[src/rtl/core/fwsk_pkg.sv]
package fwsk_pkg;

   // register indexes on the csr port
   localparam logic [7:0] CSR_HALF_LENGTH  = 8'd0;
   localparam logic [7:0] CSR_HALF_WIDTH   = 8'd1;
   localparam logic [7:0] CSR_WHEEL_RADIUS = 8'd2;
   localparam logic [7:0] CSR_MIN_SPEED    = 8'd3;

   localparam logic [14:0] HALF_LENGTH_RST  = 15'd3072;
   localparam logic [14:0] HALF_WIDTH_RST   = 15'd2048;
   localparam logic [14:0] WHEEL_RADIUS_RST = 15'd614;
   localparam logic [15:0] MIN_SPEED_RST    = 16'd51;

   localparam int          CORDIC_STEPS = 18;
   localparam logic [4:0]  CORDIC_LAST  = 5'd17;
   localparam logic [17:0] GAIN_Q16     = 18'd39797;
   localparam logic [15:0] ANGLE_LIMIT  = 16'd12868;

   localparam int         SPIN_W     = 24;
   localparam int         DIVIDEND_W = 31;
   localparam logic [3:0] DIV_LAST   = 4'd11;

   typedef struct packed {
      logic busy;
      logic done;
   } div_status_type;

   typedef enum logic [9:0] {
      ST_IDLE    = 10'b0000000001,
      ST_MUL_HL  = 10'b0000000010,
      ST_MUL_HW  = 10'b0000000100,
      ST_LOAD    = 10'b0000001000,
      ST_CORDIC  = 10'b0000010000,
      ST_GAIN_LO = 10'b0000100000,
      ST_GAIN_HI = 10'b0001000000,
      ST_DECIDE  = 10'b0010000000,
      ST_DIVIDE  = 10'b0100000000,
      ST_FINISH  = 10'b1000000000
   } state_type;

   // atan(2^-k) in 2^-20 rad
   function automatic logic [19:0] atan_q20(input logic [4:0] k);
      case (k)
         5'd0:    atan_q20 = 20'd823550;
         5'd1:    atan_q20 = 20'd486170;
         5'd2:    atan_q20 = 20'd256879;
         5'd3:    atan_q20 = 20'd130396;
         5'd4:    atan_q20 = 20'd65451;
         5'd5:    atan_q20 = 20'd32757;
         5'd6:    atan_q20 = 20'd16383;
         5'd7:    atan_q20 = 20'd8192;
         5'd8:    atan_q20 = 20'd4096;
         5'd9:    atan_q20 = 20'd2048;
         5'd10:   atan_q20 = 20'd1024;
         5'd11:   atan_q20 = 20'd512;
         5'd12:   atan_q20 = 20'd256;
         5'd13:   atan_q20 = 20'd128;
         5'd14:   atan_q20 = 20'd64;
         5'd15:   atan_q20 = 20'd32;
         5'd16:   atan_q20 = 20'd16;
         5'd17:   atan_q20 = 20'd8;
         default: atan_q20 = 20'd0;
      endcase
   endfunction

endpackage

[src/rtl/core/fwsk_div.sv]
module fwsk_div import fwsk_pkg::*; (
   input  logic                  clock,
   input  logic                  reset,
   input  logic                  start,
   input  logic [DIVIDEND_W-1:0] dividend,
   input  logic [14:0]           divisor,
   output div_status_type        status,
   output logic [SPIN_W-2:0]     quotient
);

   logic        busy_ff, busy_in;
   logic        done_ff, done_in;
   logic        sat_ff, sat_in;
   logic [3:0]  cnt_ff, cnt_in;
   logic [14:0] rem_ff, rem_in;
   logic [14:0] den_ff, den_in;
   logic [23:0] num_ff, num_in;
   logic [23:0] quo_ff, quo_in;

   logic [15:0] t1, t2;
   logic        g1, g2;
   logic [14:0] r1, r2;

   // two restoring steps per cycle
   always_comb begin
      t1 = {rem_ff, num_ff[23]};
      g1 = t1 >= {1'b0, den_ff};
      r1 = g1 ? 15'(t1 - {1'b0, den_ff}) : t1[14:0];
      t2 = {r1, num_ff[22]};
      g2 = t2 >= {1'b0, den_ff};
      r2 = g2 ? 15'(t2 - {1'b0, den_ff}) : t2[14:0];
   end

   always_comb begin
      busy_in = busy_ff;
      done_in = 1'b0;
      sat_in  = sat_ff;
      cnt_in  = cnt_ff;
      rem_in  = rem_ff;
      den_in  = den_ff;
      num_in  = num_ff;
      quo_in  = quo_ff;
      if (start) begin
         // quotient would not fit below 2^23, zero divisor included
         sat_in  = {7'b0, dividend} >= {divisor, 23'b0};
         rem_in  = {8'b0, dividend[30:24]};
         num_in  = dividend[23:0];
         den_in  = divisor;
         quo_in  = '0;
         cnt_in  = '0;
         busy_in = 1'b1;
      end else if (busy_ff) begin
         rem_in = r2;
         num_in = {num_ff[21:0], 2'b00};
         quo_in = {quo_ff[21:0], g1, g2};
         cnt_in = cnt_ff + 4'd1;
         if (cnt_ff == DIV_LAST) begin
            busy_in = 1'b0;
            done_in = 1'b1;
         end
      end
   end

   always_ff @(posedge clock) begin
      if (reset) begin
         busy_ff <= 1'b0;
         done_ff <= 1'b0;
         cnt_ff  <= '0;
      end else begin
         busy_ff <= busy_in;
         done_ff <= done_in;
         cnt_ff  <= cnt_in;
      end
      sat_ff <= sat_in;
      rem_ff <= rem_in;
      den_ff <= den_in;
      num_ff <= num_in;
      quo_ff <= quo_in;
   end

   assign status.busy = busy_ff;
   assign status.done = done_ff;
   assign quotient    = sat_ff ? '1 : quo_ff[SPIN_W-2:0];

   a_start_busy: assert property (@(posedge clock) disable iff (reset)
      start |=> busy_ff) else $error("divider did not start");
   a_done_idle: assert property (@(posedge clock) disable iff (reset)
      done_ff |-> !busy_ff) else $error("divider done while busy");
   a_rem_bound: assert property (@(posedge clock) disable iff (reset)
      busy_ff && !sat_ff |-> rem_ff < den_ff) else $error("remainder out of range");

endmodule

[src/rtl/core/four_wheel_steer_kinematics.sv]
// Four-wheel independent steering inverse kinematics. A req beat carries a body
// velocity command (forward and lateral in 2^-10 m/s, yaw rate in 2^-12 rad/s);
// the rsp beat gives each wheel a steering angle in 2^-13 rad, within +-pi/2, and
// a signed spin speed in 2^-8 rad/s, saturated to +-8388607. Wheels whose
// contact speed is at or below the minimum speed register keep their last angle
// and report zero spin. The four wheels are handled one after another, each going
// through load, CORDIC, gain multiply, decide and, if it moves, the divider; all
// four wheels share the one CORDIC datapath and the radix-4 divider, which a held
// wheel skips after its decide step. req_ready is high only while the
// sequencer is idle; a finished rsp beat waits in its own register, so the next
// req beat can be taken while it is pending. csr writes are taken at any time
// but are meant for idle periods; indexes beyond the four registers are ignored.
module four_wheel_steer_kinematics import fwsk_pkg::*; (
   input  logic               clock,
   input  logic               reset,
   input  logic               req_valid,
   output logic               req_ready,
   input  logic signed [15:0] req_vel_forward,
   input  logic signed [15:0] req_vel_lateral,
   input  logic signed [15:0] req_yaw_rate,
   output logic               rsp_valid,
   input  logic               rsp_ready,
   output logic signed [14:0] rsp_angle_front_left,
   output logic signed [14:0] rsp_angle_front_right,
   output logic signed [14:0] rsp_angle_rear_left,
   output logic signed [14:0] rsp_angle_rear_right,
   output logic signed [23:0] rsp_spin_front_left,
   output logic signed [23:0] rsp_spin_front_right,
   output logic signed [23:0] rsp_spin_rear_left,
   output logic signed [23:0] rsp_spin_rear_right,
   input  logic               csr_valid,
   output logic               csr_ready,
   input  logic [7:0]         csr_index,
   input  logic [15:0]        csr_wdata
);

   // configuration
   logic [14:0] hl_ff, hw_ff, wr_ff;
   logic [15:0] thr_ff;

   state_type state_ff, state_in;

   // latched command and yaw products
   logic signed [15:0] vx_ff, vx_in, vy_ff, vy_in, w_ff, w_in;
   logic signed [31:0] whl_ff, whl_in, whw_ff, whw_in;

   // per-wheel datapath
   logic [1:0]         idx_ff, idx_in;
   logic [4:0]         cnt_ff, cnt_in;
   logic signed [35:0] x_ff, x_in, y_ff, y_in;
   logic signed [21:0] z_ff, z_in;
   logic               turned_ff, turned_in;
   logic [32:0]        plo_ff, plo_in;
   logic [34:0]        mag_ff, mag_in;
   logic signed [14:0] ang_cur_ff, ang_cur_in;

   // per-wheel results and held angles
   logic signed [14:0] held_ff [4];
   logic signed [14:0] held_in [4];
   logic signed [14:0] ang_res_ff [4];
   logic signed [14:0] ang_res_in [4];
   logic signed [23:0] spin_res_ff [4];
   logic signed [23:0] spin_res_in [4];

   // output register
   logic               rsp_valid_ff, rsp_valid_in;
   logic signed [14:0] rsp_ang_ff [4];
   logic signed [14:0] rsp_ang_in [4];
   logic signed [23:0] rsp_spin_ff [4];
   logic signed [23:0] rsp_spin_in [4];

   // shared multiplier
   logic signed [17:0] mul_a, mul_b;
   logic signed [35:0] prod;

   // divider
   logic                 div_start;
   div_status_type       div_stat;
   logic [SPIN_W-2:0]    div_q;

   // scratch
   logic signed [35:0] vx36, vy36, whl36, whw36, x_raw, y_raw, xs, ys;
   logic [50:0]        mag_sum;
   logic [34:0]        thr_cmp;
   logic signed [21:0] atan_s;

   function automatic logic signed [14:0] round_angle(input logic signed [21:0] z);
      logic [21:0] zm;
      logic [15:0] r;
      zm = z[21] ? 22'(-z) : z;
      r  = 16'((zm + 22'd64) >> 7);
      if (r > ANGLE_LIMIT) r = ANGLE_LIMIT;
      round_angle = z[21] ? 15'(-r) : 15'(r);
   endfunction

   fwsk_div u_div (
      .clock    (clock),
      .reset    (reset),
      .start    (div_start),
      .dividend (mag_ff[34:4]),
      .divisor  (wr_ff),
      .status   (div_stat),
      .quotient (div_q)
   );

   assign prod = mul_a * mul_b;

   always_comb begin
      vx36    = $signed({{6{vx_ff[15]}}, vx_ff, 14'b0});
      vy36    = $signed({{6{vy_ff[15]}}, vy_ff, 14'b0});
      whl36   = $signed({{4{whl_ff[31]}}, whl_ff});
      whw36   = $signed({{4{whw_ff[31]}}, whw_ff});
      // vix = vx - w*y, viy = vy + w*x; left wheels at +y, front at +x
      x_raw   = idx_ff[0] ? vx36 + whw36 : vx36 - whw36;
      y_raw   = idx_ff[1] ? vy36 - whl36 : vy36 + whl36;
      xs      = x_ff >>> cnt_ff;
      ys      = y_ff >>> cnt_ff;
      atan_s  = $signed({2'b00, atan_q20(cnt_ff)});
      mag_sum = {1'b0, prod[32:0], 17'b0} + {18'b0, plo_ff};
      thr_cmp = {5'b0, thr_ff, 14'b0};
   end

   always_comb begin
      state_in     = state_ff;
      vx_in        = vx_ff;
      vy_in        = vy_ff;
      w_in         = w_ff;
      whl_in       = whl_ff;
      whw_in       = whw_ff;
      idx_in       = idx_ff;
      cnt_in       = cnt_ff;
      x_in         = x_ff;
      y_in         = y_ff;
      z_in         = z_ff;
      turned_in    = turned_ff;
      plo_in       = plo_ff;
      mag_in       = mag_ff;
      ang_cur_in   = ang_cur_ff;
      held_in      = held_ff;
      ang_res_in   = ang_res_ff;
      spin_res_in  = spin_res_ff;
      rsp_ang_in   = rsp_ang_ff;
      rsp_spin_in  = rsp_spin_ff;
      rsp_valid_in = rsp_valid_ff;
      mul_a        = '0;
      mul_b        = '0;
      div_start    = 1'b0;

      if (rsp_valid_ff && rsp_ready) rsp_valid_in = 1'b0;

      case (state_ff)
         ST_IDLE: begin
            if (req_valid) begin
               vx_in    = req_vel_forward;
               vy_in    = req_vel_lateral;
               w_in     = req_yaw_rate;
               state_in = ST_MUL_HL;
            end
         end
         ST_MUL_HL: begin
            mul_a    = {{2{w_ff[15]}}, w_ff};
            mul_b    = {3'b0, hl_ff};
            whl_in   = prod[31:0];
            state_in = ST_MUL_HW;
         end
         ST_MUL_HW: begin
            mul_a    = {{2{w_ff[15]}}, w_ff};
            mul_b    = {3'b0, hw_ff};
            whw_in   = prod[31:0];
            idx_in   = 2'd0;
            state_in = ST_LOAD;
         end
         ST_LOAD: begin
            // backward-pointing vector: turn by pi, spin gets negated
            turned_in = x_raw[35];
            x_in      = x_raw[35] ? -x_raw : x_raw;
            y_in      = x_raw[35] ? -y_raw : y_raw;
            z_in      = '0;
            cnt_in    = '0;
            state_in  = ST_CORDIC;
         end
         ST_CORDIC: begin
            if (!y_ff[35]) begin
               x_in = x_ff + ys;
               y_in = y_ff - xs;
               z_in = z_ff + atan_s;
            end else begin
               x_in = x_ff - ys;
               y_in = y_ff + xs;
               z_in = z_ff - atan_s;
            end
            cnt_in = cnt_ff + 5'd1;
            if (cnt_ff == CORDIC_LAST) state_in = ST_GAIN_LO;
         end
         ST_GAIN_LO: begin
            mul_a    = {1'b0, x_ff[16:0]};
            mul_b    = GAIN_Q16;
            plo_in   = prod[32:0];
            state_in = ST_GAIN_HI;
         end
         ST_GAIN_HI: begin
            mul_a    = {1'b0, x_ff[33:17]};
            mul_b    = GAIN_Q16;
            mag_in   = mag_sum[50:16];
            state_in = ST_DECIDE;
         end
         ST_DECIDE: begin
            if (mag_ff > thr_cmp) begin
               ang_cur_in = round_angle(z_ff);
               div_start  = 1'b1;
               state_in   = ST_DIVIDE;
            end else begin
               // too slow to steer: keep angle, no spin
               ang_res_in[idx_ff]  = held_ff[idx_ff];
               spin_res_in[idx_ff] = '0;
               idx_in   = idx_ff + 2'd1;
               state_in = (idx_ff == 2'd3) ? ST_FINISH : ST_LOAD;
            end
         end
         ST_DIVIDE: begin
            if (div_stat.done) begin
               ang_res_in[idx_ff]  = ang_cur_ff;
               held_in[idx_ff]     = ang_cur_ff;
               spin_res_in[idx_ff] = turned_ff ? 24'(-{1'b0, div_q}) : {1'b0, div_q};
               idx_in   = idx_ff + 2'd1;
               state_in = (idx_ff == 2'd3) ? ST_FINISH : ST_LOAD;
            end
         end
         ST_FINISH: begin
            if (!rsp_valid_ff || rsp_ready) begin
               rsp_ang_in   = ang_res_ff;
               rsp_spin_in  = spin_res_ff;
               rsp_valid_in = 1'b1;
               state_in     = ST_IDLE;
            end
         end
         default: state_in = ST_IDLE;
      endcase
   end

   always_ff @(posedge clock) begin
      if (reset) begin
         state_ff     <= ST_IDLE;
         rsp_valid_ff <= 1'b0;
         held_ff      <= '{default: '0};
         hl_ff        <= HALF_LENGTH_RST;
         hw_ff        <= HALF_WIDTH_RST;
         wr_ff        <= WHEEL_RADIUS_RST;
         thr_ff       <= MIN_SPEED_RST;
      end else begin
         state_ff     <= state_in;
         rsp_valid_ff <= rsp_valid_in;
         held_ff      <= held_in;
         if (csr_valid) begin
            case (csr_index)
               CSR_HALF_LENGTH:  hl_ff  <= csr_wdata[14:0];
               CSR_HALF_WIDTH:   hw_ff  <= csr_wdata[14:0];
               CSR_WHEEL_RADIUS: wr_ff  <= csr_wdata[14:0];
               CSR_MIN_SPEED:    thr_ff <= csr_wdata;
               default: ;
            endcase
         end
      end
      vx_ff       <= vx_in;
      vy_ff       <= vy_in;
      w_ff        <= w_in;
      whl_ff      <= whl_in;
      whw_ff      <= whw_in;
      idx_ff      <= idx_in;
      cnt_ff      <= cnt_in;
      x_ff        <= x_in;
      y_ff        <= y_in;
      z_ff        <= z_in;
      turned_ff   <= turned_in;
      plo_ff      <= plo_in;
      mag_ff      <= mag_in;
      ang_cur_ff  <= ang_cur_in;
      ang_res_ff  <= ang_res_in;
      spin_res_ff <= spin_res_in;
      rsp_ang_ff  <= rsp_ang_in;
      rsp_spin_ff <= rsp_spin_in;
   end

   assign req_ready = (state_ff == ST_IDLE);
   assign csr_ready = 1'b1;
   assign rsp_valid = rsp_valid_ff;

   assign rsp_angle_front_left  = rsp_ang_ff[0];
   assign rsp_angle_front_right = rsp_ang_ff[1];
   assign rsp_angle_rear_left   = rsp_ang_ff[2];
   assign rsp_angle_rear_right  = rsp_ang_ff[3];
   assign rsp_spin_front_left   = rsp_spin_ff[0];
   assign rsp_spin_front_right  = rsp_spin_ff[1];
   assign rsp_spin_rear_left    = rsp_spin_ff[2];
   assign rsp_spin_rear_right   = rsp_spin_ff[3];

   // vectoring always runs in the right half plane
   a_x_positive: assert property (@(posedge clock) disable iff (reset)
      state_ff == ST_CORDIC |-> !x_ff[35]) else $error("cordic x went negative");
   a_div_alive: assert property (@(posedge clock) disable iff (reset)
      state_ff == ST_DIVIDE |-> div_stat.busy || div_stat.done)
      else $error("waiting on an idle divider");
   a_finish_beat: assert property (@(posedge clock) disable iff (reset)
      state_ff == ST_FINISH && (!rsp_valid_ff || rsp_ready) |=> rsp_valid_ff)
      else $error("finished item lost its rsp beat");
   a_angle_range: assert property (@(posedge clock) disable iff (reset)
      state_ff == ST_DIVIDE |-> ang_cur_ff <= 15'sd12868 && ang_cur_ff >= -15'sd12868)
      else $error("steering angle out of range");

endmodule
[config.mk]
export PLATFORM = sky130hd
export DESIGN_NAME = four_wheel_steer_kinematics
export DESIGN_NICKNAME = d
export VERILOG_FILES = /design/src/rtl/core/fwsk_pkg.sv /design/src/rtl/core/fwsk_div.sv /design/src/rtl/core/four_wheel_steer_kinematics.sv
export SDC_FILE = /design/constraint.sdc
export NUM_CORES = 2
export LEC_CHECK = 0
export BUFFER_PORTS_ARGS = -buffer_cell sky130_fd_sc_hd__buf_2
export CORE_ASPECT_RATIO = 1.5
export CORE_UTILIZATION = 50
export CTS_CLUSTER_DIAMETER = 50
export DETAILED_ROUTE_END_ITERATION = 12
export PLACE_DENSITY = 0.67
export RECOVER_POWER = 50
export SYNTH_ARGS = -nofsm -noshare
export SYNTH_HDL_FRONTEND = slang
export SYNTH_HIERARCHICAL = 1
export SYNTH_SLANG_ARGS = --single-unit
export TNS_END_PERCENT = 5
[constraint.sdc]
create_clock -name clock -period 18.1 [get_ports clock]
set_clock_uncertainty 0.2 [all_clocks]
set_input_delay 3.62 -clock clock [delete_from_list [all_inputs] [get_ports clock]]
set_output_delay 3.62 -clock clock [all_outputs]
set_load 0.1 [all_outputs]
==> flow_metrics.env <==
export IMPL_outcome="finished with violations"
export IMPL_violations="max-capacitance violations, max-slew violations"
export IMPL_final_cell_area_um2=68000
export IMPL_ff2ff_path_depth=36
export IMPL_comb_power_share_pct=7.9
export IMPL_postSynthCellCount=6362
export IMPL_rsz0062_at_grt="no"
export IMPL_hold_depth=0
export IMPL_cts_sink_count=829
export IMPL_slowest_stage="clkbuf_1"
export IMPL_fin_crit_sh_pct=73.2
export IMPL_start_util_pct=50.5
export IMPL_reg2reg_from="state_ff[4]$_SDFFE_PP0P_"
export IMPL_fp_dieW_um=291
export IMPL_grt_remaining_overflow=0
export IMPL_final_common_cell="nand2_1"
export IMPL_cts_made_buffers=89
export IMPL_clockBufferDepth=3
export IMPL_drt_wl_total_um=187000
export IMPL_first_iter_violations=3383
export IMPL_finalMaxSlewViolations=780
export IMPL_grt_pass1_vias=48800
export IMPL_r2r_slack_ns=4.84
export IMPL_cts_tree="done"
export IMPL_leakage_nw=27.7
export IMPL_critPathMaxFanout=60
export IMPL_setup_viol=0
export IMPL_critPathKind="reg -> reg"
export IMPL_syn_area_um2=62500
export IMPL_io_buffer_count=234
export IMPL_cp_required_ns=18.35
export IMPL_final_cell_mix="nand2_1, nor2_1, edfxtp_1"
export IMPL_drc=0
export IMPL_clkPwrFrac_pct=44.0
export IMPL_arrival_ns=13.51
export IMPL_cp_slowest_stage_delay_ns=2.43
export IMPL_p_int_mw=3.24
export IMPL_worstMarginPinSlew_ns=3.45
export IMPL_crit_top_cell="fa_1"
export IMPL_p_total_mw=4.31
export IMPL_placed_area_um2=65000
export IMPL_switchingPower_mw=1.06
export IMPL_insertion_delay_ns=0.74
export IMPL_grt_max_degree=85
export IMPL_r2r_end="mag_ff[32]$_DFFE_PN_"
export IMPL_post_cts_buffers=0
export IMPL_min_delay_worst_endpoint="rsp_angle_rear_left[8]$_DFFE_PP_"
export IMPL_vias=49000
export IMPL_avgRoutedWirePerCell_um=23.0
export IMPL_clkTransAtPathRegs_ns=0.07
export IMPL_ir_drop_uv=75.9
export IMPL_die_y_um=435
export IMPL_vias_per_cell=6.01
export IMPL_power_density_nw_per_um2=63.3
export IMPL_antenna_found_initial=13
export IMPL_slew_headroom_pct=-130
export IMPL_drive_gt1_share_pct=10.9
export IMPL_worstSetupEndpointType="register"
export IMPL_syn_area_per_cell_um2=9.82
export IMPL_p_sw_share_pct=24.7
export IMPL_ctsHoldBuffers=0
export IMPL_power_frac_seq_pct=48.1
export IMPL_yosys_warnings=6
export IMPL_final_hold_violation_count=0
export IMPL_synthesis_nets=7068
export IMPL_cp_start_kind="register"
export IMPL_fin_crit_ns=13.26
export IMPL_holdCritStartpoint="ang_res_ff[23]$_DFFE_PP_"
export IMPL_filler_cell_count=11000
export IMPL_min_path_type="reg -> reg"
export IMPL_io_pins=236
export IMPL_max_cap_violations=17
export IMPL_htree_levels=3
export IMPL_grt_pass1_wl_um=286000
export IMPL_fmax_ghz=0.0754
export IMPL_cts_root_buffer="clkbuf_16"
export IMPL_place_gp_congestion=1.01
export IMPL_rows=158
export IMPL_coreArea_um2=124000
export IMPL_cts_resized_gates=0
export IMPL_drt_pre_antenna_iters=6
export IMPL_die_area_um2=126000
export IMPL_fin_setup_tns_ns=0
export IMPL_syn_to_final_growth_pct=8.90
export IMPL_dpl_hpwl_um=145000
export IMPL_final_nets=7170
export IMPL_grtUsageTotal_pct=29.4
export IMPL_ant_nets=0
[flip-flops by register name, summed over array words and instances, names as in the netlist, 32 cells and up]
register     cells
spin_res_ff     96
ang_res_ff      60
held_ff         60
x_ff            36
y_ff            36
mag_ff          35
whl_ff          32
whw_ff          32
[power by group through the flow]
| stage | logic (mW) | registers, mW | clock network, mW |
|---|---|---|---|
| CTS | 0.336 | 2.07 | 1.92 |
| detailed placement | 0.336 | 2.11 | 0 |
| floorplan | 0.250 | 2.10 | 0 |
| global route | 0.369 | 2.07 | 1.99 |
| finish | 0.340 | 2.07 | 1.90 |
| global placement | 0.330 | 2.11 | 0 |
[area by class of cell]
class / count / area [um2] / area share, %
Clock inverter: 45 / 569 / 0.837
Tap cell: 1600 / 2000 / 2.94
Timing Repair Buffer: 301 / 1600 / 2.36
Clock buffer: 122 / 2520 / 3.71
Multi-Input combinational cell: 4688 / 36200 / 53.2
Antenna cell: 8 / 20.0 / 0.0294
Sequential cell: 829 / 23000 / 33.8
Inverter: 555 / 2080 / 3.06
[routing by layer]
layer	wire length, um	global-route usage, %	vias to the layer above
met5	82	0	-
met4	14000	20.7	12
met3	11100	4.07	544
met2	95800	52.8	1869
met1	66200	31.7	23800
li1	-	-	22700
[through the flow]
stage / hold WS [ns] / worst slack [ns] / cells / utilization, %
global placement: 0.201 / 7.91 / 7973 / 52.5
floorplan: 0.200 / 6.61 / 6362 / -
finish: 0.213 / 4.84 / 8148 / 55.0
global route: 0.220 / 3.85 / 8141 / 55.0
CTS: 0.215 / 7.67 / 8140 / 55.0
detailed placement: 0.205 / 7.70 / 7973 / 52.5
[worst max-delay path by stage]
stage / to / startpoint / slack (ns)
after floorplan: rsp_angle_front_left[0]$_DFFE_PP_ / rsp_ready / 6.61
after global placement: mag_ff[33]$_DFFE_PN_ / state_ff[4]$_SDFFE_PP0P_ / 7.91
after detailed placement: mag_ff[32]$_DFFE_PN_ / state_ff[4]$_SDFFE_PP0P_ / 7.70
after CTS: mag_ff[32]$_DFFE_PN_ / state_ff[4]$_SDFFE_PP0P_ / 7.67
after global routing: mag_ff[32]$_DFFE_PN_ / state_ff[4]$_SDFFE_PP0P_ / 3.85
final: mag_ff[32]$_DFFE_PN_ / state_ff[4]$_SDFFE_PP0P_ / 4.84
[worst max-delay path: cells and delay by family, from the launching register on]
family | cells | cell delay (ns)
buffers and inverters | 4 | 2.60
AOI/OAI and AO/OA | 9 | 2.13
xor gates and xnor gates | 2 | 0.37
and+or+nand+nor | 13 | 4.10
DFF | 1 | 0.36
adders and majority gates | 8 | 3.22
No activity file was read; power rests on OpenSTA's default activity.
